File: config.mk
export PLATFORM = sky130hd
export DESIGN_NAME = wbc_merge
export DESIGN_NICKNAME = d
export VERILOG_FILES = /design/src/hw/rtl/wbc_pkg.sv /design/src/hw/rtl/wbc_merge.sv
export SDC_FILE = /design/constraint.sdc
export NUM_CORES = 2
export LEC_CHECK = 0
export BUFFER_PORTS_ARGS = -buffer_cell sky130_fd_sc_hd__clkbuf_2
export CAP_MARGIN = 20
export CORE_MARGIN = 2
export CORE_UTILIZATION = 35
export DETAILED_ROUTE_END_ITERATION = 7
export GPL_ROUTABILITY_DRIVEN = 0
export SKIP_CTS_REPAIR_TIMING = 1
export SYNTH_ARGS = -nofsm -noshare
export SYNTH_HDL_FRONTEND = slang
export SYNTH_SLANG_ARGS = --single-unit
File: constraint.sdc
create_clock -name clk -period 31.6 [get_ports clk]
set_input_delay 3.16 -clock clk [delete_from_list [all_inputs] [get_ports clk]]
set_output_delay 3.16 -clock clk [all_outputs]
set_load 0.05 [all_outputs]
File: src/hw/rtl/wbc_pkg.sv
// Shared types, constants and helper functions of the waypoint to Bezier converter.
package wbc_pkg;

  localparam int MAX_POINTS_DEF = 1024;
  localparam int COORD_W = 32;
  localparam int SEG_TIME_W = 24;
  localparam int IDX_W = 12;
  localparam int STAT_W = 2;
  localparam int NUM_LANES = 3;
  localparam int NUM_SLOTS = 6;
  localparam int CFG_IDX_W = 3;
  localparam int CFG_DATA_W = 32;

  localparam int DIFF_W = COORD_W + 1;
  localparam int PROD_W = COORD_W + SEG_TIME_W + 1;
  localparam int OFS_W = 40;
  localparam int DIV_CHUNK = 8;
  localparam int DIV_STAGES = OFS_W / DIV_CHUNK;
  localparam int OFS_LAT = DIV_STAGES + 3;
  localparam int PIPE_DEPTH = OFS_LAT + 1;
  localparam int SUM_W = OFS_W + 2;

  localparam int VEL_BIAS = 98304;
  localparam int VEL_SHIFT = 16;
  localparam int DIV3_BIAS = 1;
  localparam int DIV6_BIAS = 3;

  localparam logic [SEG_TIME_W-1:0] SEG_TIME_RST = 24'd32768;

  localparam logic [CFG_IDX_W-1:0] REG_SEG_TIME = 3'd0;
  localparam logic [CFG_IDX_W-1:0] REG_START_X = 3'd1;
  localparam logic [CFG_IDX_W-1:0] REG_START_Y = 3'd2;
  localparam logic [CFG_IDX_W-1:0] REG_START_Z = 3'd3;
  localparam logic [CFG_IDX_W-1:0] REG_END_X = 3'd4;
  localparam logic [CFG_IDX_W-1:0] REG_END_Y = 3'd5;
  localparam logic [CFG_IDX_W-1:0] REG_END_Z = 3'd6;

  localparam logic [1:0] OFS_DIV3 = 2'd0;
  localparam logic [1:0] OFS_DIV6 = 2'd1;
  localparam logic [1:0] OFS_VEL = 2'd2;

  localparam logic [STAT_W-1:0] ST_OK = 2'd0;
  localparam logic [STAT_W-1:0] ST_TOO_FEW = 2'd1;
  localparam logic [STAT_W-1:0] ST_TOO_MANY = 2'd2;

  localparam logic [2:0] SLOT_AM = 3'd0;
  localparam logic [2:0] SLOT_AC = 3'd1;
  localparam logic [2:0] SLOT_AP = 3'd2;
  localparam logic [2:0] SLOT_BM = 3'd3;
  localparam logic [2:0] SLOT_BC = 3'd4;
  localparam logic [2:0] SLOT_ST = 3'd5;

  typedef struct packed {
    logic signed [COORD_W-1:0] point_x;
    logic signed [COORD_W-1:0] point_y;
    logic signed [COORD_W-1:0] point_z;
    logic                      final_point;
  } wbc_in_t;

  typedef struct packed {
    logic signed [COORD_W-1:0] ctrl_x;
    logic signed [COORD_W-1:0] ctrl_y;
    logic signed [COORD_W-1:0] ctrl_z;
    logic [IDX_W-1:0]          ctrl_index;
    logic                      run_end;
    logic [STAT_W-1:0]         status;
  } wbc_out_t;

  typedef struct packed {
    logic       shift;
    logic [1:0] mode_a;
    logic [1:0] mode_b;
    logic       interior;
    logic       ovf;
  } wbc_lcmd_t;

  typedef struct packed {
    logic signed [COORD_W-1:0] pa;
    logic signed [OFS_W-1:0]   oa;
    logic signed [COORD_W-1:0] pb;
    logic signed [OFS_W-1:0]   ob;
  } wbc_lane_t;

  typedef struct packed {
    logic [NUM_SLOTS-1:0] mask;
    logic [STAT_W-1:0]    status;
    logic [IDX_W-1:0]     idx_a;
    logic [IDX_W-1:0]     idx_b;
  } wbc_ctrl_t;

  function automatic logic [DIV_CHUNK+1:0] div3_chunk(input logic [1:0] rem_in,
                                                      input logic [DIV_CHUNK-1:0] chunk);
    logic [1:0] rem;
    logic [2:0] t;
    logic [DIV_CHUNK-1:0] q;
    rem = rem_in;
    q = '0;
    for (int i = DIV_CHUNK - 1; i >= 0; i--) begin
      t = {rem, chunk[i]};
      if (t >= 3'd3) begin
        q[i] = 1'b1;
        rem = 2'(t - 3'd3);
      end else begin
        rem = t[1:0];
      end
    end
    return {rem, q};
  endfunction

  function automatic logic signed [COORD_W-1:0] sat32(input logic signed [SUM_W-1:0] v);
    logic signed [SUM_W-1:0] hi;
    logic signed [SUM_W-1:0] lo;
    hi = SUM_W'(32'sh7FFF_FFFF);
    lo = -hi - SUM_W'(1);
    if (v > hi) begin
      return hi[COORD_W-1:0];
    end else if (v < lo) begin
      return lo[COORD_W-1:0];
    end
    return v[COORD_W-1:0];
  endfunction

  function automatic logic [2:0] first_slot(input logic [NUM_SLOTS-1:0] mask);
    logic [2:0] s;
    s = SLOT_AM;
    for (int i = NUM_SLOTS - 1; i >= 0; i--) begin
      if (mask[i]) begin
        s = 3'(i);
      end
    end
    return s;
  endfunction

endpackage

File: src/hw/rtl/wbc_merge.sv
// Merge stage: holds one request's lane results and sends its control points one per cycle unless stalled.
module wbc_merge import wbc_pkg::*; (
  input  logic                             clk,
  input  logic                             rst_n,
  input  logic                             head_valid,
  input  wbc_ctrl_t                        head,
  input  wbc_lane_t [NUM_LANES-1:0]        lanes,
  output logic                             adv,
  output logic                             out_valid,
  input  logic                             out_stall,
  output wbc_out_t                         out_data
);

  logic [NUM_SLOTS-1:0]        mask_r;
  logic [NUM_SLOTS-1:0]        mask_nxt;
  logic [NUM_SLOTS-1:0]        rest;
  logic [2:0]                  slot;
  logic                        out_load;

  logic [STAT_W-1:0]           st_r;
  logic [IDX_W-1:0]            idx_a_r;
  logic [IDX_W-1:0]            idx_b_r;
  wbc_lane_t [NUM_LANES-1:0]   lane_r;

  logic                        out_valid_r;
  wbc_out_t                    out_data_r;
  wbc_out_t                    out_nxt;

  logic signed [SUM_W-1:0]     sum   [NUM_LANES];
  logic signed [COORD_W-1:0]   coord [NUM_LANES];

  always_comb begin
    slot     = first_slot(mask_r);
    rest     = mask_r & ~(NUM_SLOTS'(1) << slot);
    out_load = (|mask_r) && (!out_valid_r || !out_stall);
    adv      = !(|mask_r) || (out_load && !(|rest));
    if (adv) begin
      mask_nxt = head_valid ? head.mask : '0;
    end else if (out_load) begin
      mask_nxt = rest;
    end else begin
      mask_nxt = mask_r;
    end
  end

  always_comb begin
    for (int l = 0; l < NUM_LANES; l++) begin
      case (slot)
        SLOT_AM: sum[l] = SUM_W'(lane_r[l].pa) - SUM_W'(lane_r[l].oa);
        SLOT_AC: sum[l] = SUM_W'(lane_r[l].pa);
        SLOT_AP: sum[l] = SUM_W'(lane_r[l].pa) + SUM_W'(lane_r[l].oa);
        SLOT_BM: sum[l] = SUM_W'(lane_r[l].pb) - SUM_W'(lane_r[l].ob);
        SLOT_BC: sum[l] = SUM_W'(lane_r[l].pb);
        default: sum[l] = '0;
      endcase
      coord[l] = sat32(sum[l]);
    end
    out_nxt.ctrl_x  = coord[0];
    out_nxt.ctrl_y  = coord[1];
    out_nxt.ctrl_z  = coord[2];
    out_nxt.run_end = !(|rest);
    out_nxt.status  = ST_OK;
    case (slot)
      SLOT_AM: out_nxt.ctrl_index = idx_a_r - IDX_W'(1);
      SLOT_AC: out_nxt.ctrl_index = idx_a_r;
      SLOT_AP: out_nxt.ctrl_index = idx_a_r + IDX_W'(1);
      SLOT_BM: out_nxt.ctrl_index = idx_b_r - IDX_W'(1);
      SLOT_BC: out_nxt.ctrl_index = idx_b_r;
      SLOT_ST: begin
        out_nxt.ctrl_index = '0;
        out_nxt.status     = st_r;
      end
      default: out_nxt.ctrl_index = '0;
    endcase
  end

  always_ff @(posedge clk) begin
    if (!rst_n) begin
      mask_r      <= '0;
      out_valid_r <= 1'b0;
    end else begin
      mask_r <= mask_nxt;
      if (out_load) begin
        out_valid_r <= 1'b1;
      end else if (!out_stall) begin
        out_valid_r <= 1'b0;
      end
    end
  end

  always_ff @(posedge clk) begin
    if (adv) begin
      st_r    <= head.status;
      idx_a_r <= head.idx_a;
      idx_b_r <= head.idx_b;
      lane_r  <= lanes;
    end
    if (out_load) begin
      out_data_r <= out_nxt;
    end
  end

  assign out_valid = out_valid_r;
  assign out_data  = out_data_r;

endmodule
After elaboration in Yosys (flattened, before gate mapping)
Cells that the tools add are included.
{"block": "classes", "add_sub_neg": 12, "magnitude_cmp": 6, "eq_ne": 6, "n_shift": 1, "n_mux": 30, "bitwise": 2, "n_reduce_logical": 12}
{"op": "case mux 42 bit (5 select lines)", "count": 3}
{"op": "2-to-1 mux 32 bit", "count": 9}
{"op": "subtractor 32 x 40 -> 41 bit", "count": 6}
{"op": "> comparator 42 x 32 -> 1 bit (second input constant)", "count": 3}
{"op": "< comparator 42 x 32 -> 1 bit (second input constant)", "count": 3}
{"op": "adder 32 x 40 -> 41 bit", "count": 3}
{"op": "case mux 12 bit (5 select lines)", "count": 1}
{"op": "subtractor 12 x 1 -> 12 bit (second input constant)", "count": 2}
{"op": "2-to-1 mux 3 bit", "count": 6}
{"op": "2-to-1 mux 6 bit", "count": 3}
{"op": "adder 12 x 1 -> 12 bit (second input constant)", "count": 1}
{"op": "OR reduction 6 bit", "count": 2}
{"op": "2-to-1 mux 1 bit", "count": 8}
{"op": "bitwise AND 6 bit", "count": 1}
{"op": "equality test 3 x 2 -> 1 bit (second input constant)", "count": 2}
{"op": "equality test 3 bit (second input constant)", "count": 2}
{"op": "NOT 6 bit", "count": 1}
{"op": "left shift 1 x 3 -> 6 bit (first input constant)", "count": 1}
{"op": "logical NOT 1 bit", "count": 4}
{"op": "equality test 3 x 1 -> 1 bit (second input constant)", "count": 1}
{"op": "logical NOT 3 bit", "count": 1}
{"op": "logical AND 1 bit", "count": 2}
{"op": "logical OR 1 bit", "count": 2}
{"op": "!= test 2 x 1 -> 1 bit (second input constant)", "count": 1}
{"op": "nonzero test 2 bit", "count": 1}
{"block": "word_totals", "register_bits": 576, "in_bits": 468}

Depth between registers and ports, before layout
{"block": "logic_depth", "depth_word": 14, "mapped_depth": 24, "depth_no_buf": 23}

Least setup slack after synthesis
OpenSTA, ideal clock, no wires.
{"block": "synth_path", "kind": "input to output", "startpoint": "in out_stall", "endpoint": "out adv", "arrival_time_ns": 12.724, "required_time_ns": 28.440, "path_slack_ns": 15.716, "cell_stages": 2, "n_path_buf": 0, "path_cell_list": "nand2_1 a21o_1"}
{"block": "synth_between", "elab_chain_len": 5}
{"element": "start: declaration", "line": "wbc_merge.sv:10", "rtl": "input logic out_stall,"}
{"element": "logical NOT 1 bit"}
{"element": "logical OR 1 bit", "line": "wbc_merge.sv:35", "rtl": "out_load = (|mask_r) && (!out_valid_r || !out_stall);"}
{"element": "logical AND 1 bit", "line": "wbc_merge.sv:35"}
{"element": "logical AND 1 bit", "line": "wbc_merge.sv:36", "rtl": "adv = !(|mask_r) || (out_load && !(|rest));"}
{"element": "logical OR 1 bit", "line": "wbc_merge.sv:36"}
{"element": "end: declaration", "line": "wbc_merge.sv:8", "rtl": "output logic adv,"}
No other way between the ends.

Final worst setup path
Ends and elaborated chain as after synthesis.

==> results.tsv <==
metric	value	unit
status	complete, but fails checks	
failing checks	DRC	
syn_area_per_cell	9.86	um2
Root Buffer	clkbuf_16	
hpwl dp	101000	um
die height	335	um
CTS tree	built	
Crit path required time	28440	ps
Die Width	335	um
Slew HR	32.9	%
Max VDD drop	0.0643	mV
Overflow after GRT	0	
commonest non-fill, non-tap cell in the layout	clkbuf_2	
max-cap violations	0	
Max Root-Sink Buffers	3	
later-pin clock latency in the skew report	640	ps
Final Cell Area	44900	um2
routed vias	33180	
Lkg Pwr	17.8	nW
critical path arrival	4650	ps
TritonRoute pass-1 iters	8	
io pins	581	
hold path start	st_r[0]	
synth warn	0	
most frequent cells in the layout	clkbuf_2 (580), edfxtp_1 (569), a21oi_1 (390)	
Worst Max-Slew Pin Slew	998	ps
Die ar.	112000	um2
setup_tns	0	ps
post-route antenna net violation count	0	
CP most frequent cell	clkbuf_2	
Post-Syn Area	38300	um2
area grow syn2layout	17.3	%
worst-path maximum fanout	62	
post-synth cell types	92	
Port Buffers	580	
synthesized flop and latch total	576	
clk slew on worst S/H paths	50	ps
wire per inst	22.3	um
largest net degree at the start of global routing	74	
register area share after synthesis	45.0	%
DRC	1	
Tcrit/Tclk final	24.7	%
H-tree depth	3	
Synth Flop Type	edfxtp_1	
DR vias/cell	5.67	
total power	3.71	mW
vias in the first global route	31662	
Critical path origin	out_stall	
DP Area	42500	um2
Initial Utilization	35.2	%
CP max stage cell	a21o_4	
# setup viols final	0	
tightest hold margin	514	ps
RSZ-0062 raised after global routing	no	
syn nets	4610	
synthesized instance count	3882	
r2r startpoint	lane_r[360]	
final wirelength	131000	um
GRT Util Overall	22.4	%
Core ar.	109000	um2
ratio of cells with drive above 1 in the final layout	17.0	%
Hold Fails Final Rpt	0	
startpoint types	input pin	
Rows	121	
WS Path Type	input pin to primary output	
Clock Skew	32.4	ps
asr flop ratio synth	0	%
Worst Hold Class	flip-flop to flip-flop	
initial antenna violation count	7	
# clock sinks	576	
final net count	5111	
first-pass GRT wire length	191000	um
Post-synth EDFFs	569	
endpoint class of the critical path	primary output	
Final min period	7810	ps
fmax	0.128	GHz
CP max stage delay	680	ps
final max-slew violation count	0	
CTS buffer count	70	
critical-path cell list	clkbuf_2, nand2_1, a21o_4, clkbuf_2	
Power Dens Cells	82.6	nW/um2
1st-iter DRT viols	3279	
layer usage:
metal	part of all wire (%)	up-vias	track usage [%]
met1	43	15816	30.0
li1	-	15726	-
met4	3.8	10	8.82
met5	0.048	-	0
met2	45	1394	36.0
met3	7.3	234	3.69
synthesized netlist by cell type, drive strengths merged, types with 18 or more instances:
library cell | n | area share [%]
edfxtp | 569 | 45
o21ai | 395 | 5.2
a21oi | 393 | 5.2
nand2 | 286 | 2.8
ha | 254 | 8.3
nor2 | 223 | 2.2
xnor2 | 202 | 4.6
inv | 194 | 1.9
clkbuf | 160 | 1.6
xor2 | 135 | 3.1
a22oi | 83 | 1.6
nand3 | 79 | 1.0
nor3 | 73 | 0.95
nand4 | 68 | 1.1
a21o | 66 | 1.3
o21a | 45 | 0.88
o211ai | 42 | 0.82
a211oi | 41 | 0.80
a31oi | 40 | 0.67
nand2b | 39 | 0.64
o31ai | 38 | 0.75
a221oi | 29 | 0.68
o21bai | 28 | 0.55
nor2b | 26 | 0.43
a21boi | 23 | 0.45
or3 | 23 | 0.38
and2 | 22 | 0.36
and3 | 22 | 0.36
nor4 | 22 | 0.44
buf | 21 | 0.29
o221ai | 18 | 0.41
layout make-up:
cell class,count,area [um2]
clock inverter,34,389
clock buffer,91,1950
tap,1414,1770
fill,10667,63800
multi-input combinational,2931,19700
antenna,3,7.51
inverter,194,728
timing repair buffer,610,3130
sequential,576,17200
sequential cells by signal, summed over array words and instances (netlist names):
register,cells
out_valid,1
out_data,111
idx_b_r,12
idx_a_r,12
lane_r,432
st_r,2
mask_r,6
per-stage QoR:
step | cells | setup WS, ps | util [%]
finish | 5853 | 23790 | 41.3
global route | 5850 | 23690 | 41.3
CTS | 5850 | 23740 | 41.3
detailed placement | 5725 | 23740 | 39.1
global placement | 5725 | 23770 | 39.1
floorplan | 3882 | 15720 | -
path summary, 6_finish.rpt:
| kind | endpoint | slack [ps] | depth (start not counted) |
|---|---|---|---|
| setup / recovery | adv | 23790 | 4 |
| hold / removal | out_data[0] | 510 | 1 |
| setup reg to reg | out_data[15] | 24880 | 21 |
| hold reg to reg | out_data[0] | 510 | 1 |
cell families after synthesis:
kind of cell | after synthesis | synth area share (%)
AOI/OAI and AO/OA | 1373 | 22.4
adders and majority gates | 260 | 8.62
xor gates and xnor gates | 337 | 7.71
DFF | 576 | 45.0
buffers and inverters | 375 | 3.76
and+or+nand+nor | 942 | 12.0
muxes | 19 | 0.504
power breakdown:
group	switching (mW)	internal, mW
Sequential	0.123	1.06
Clock	0.331	0.493
Combinational	1.14	0.560
Total	1.60	2.11
critical path: cells and delay by family:
kind / cells / cell delay, ps
AOI/OAI and AO/OA: 1 / 680
buffers and inverters: 2 / 620
and+or+nand+nor: 1 / 140
Power figures use the tool's default switching activity.
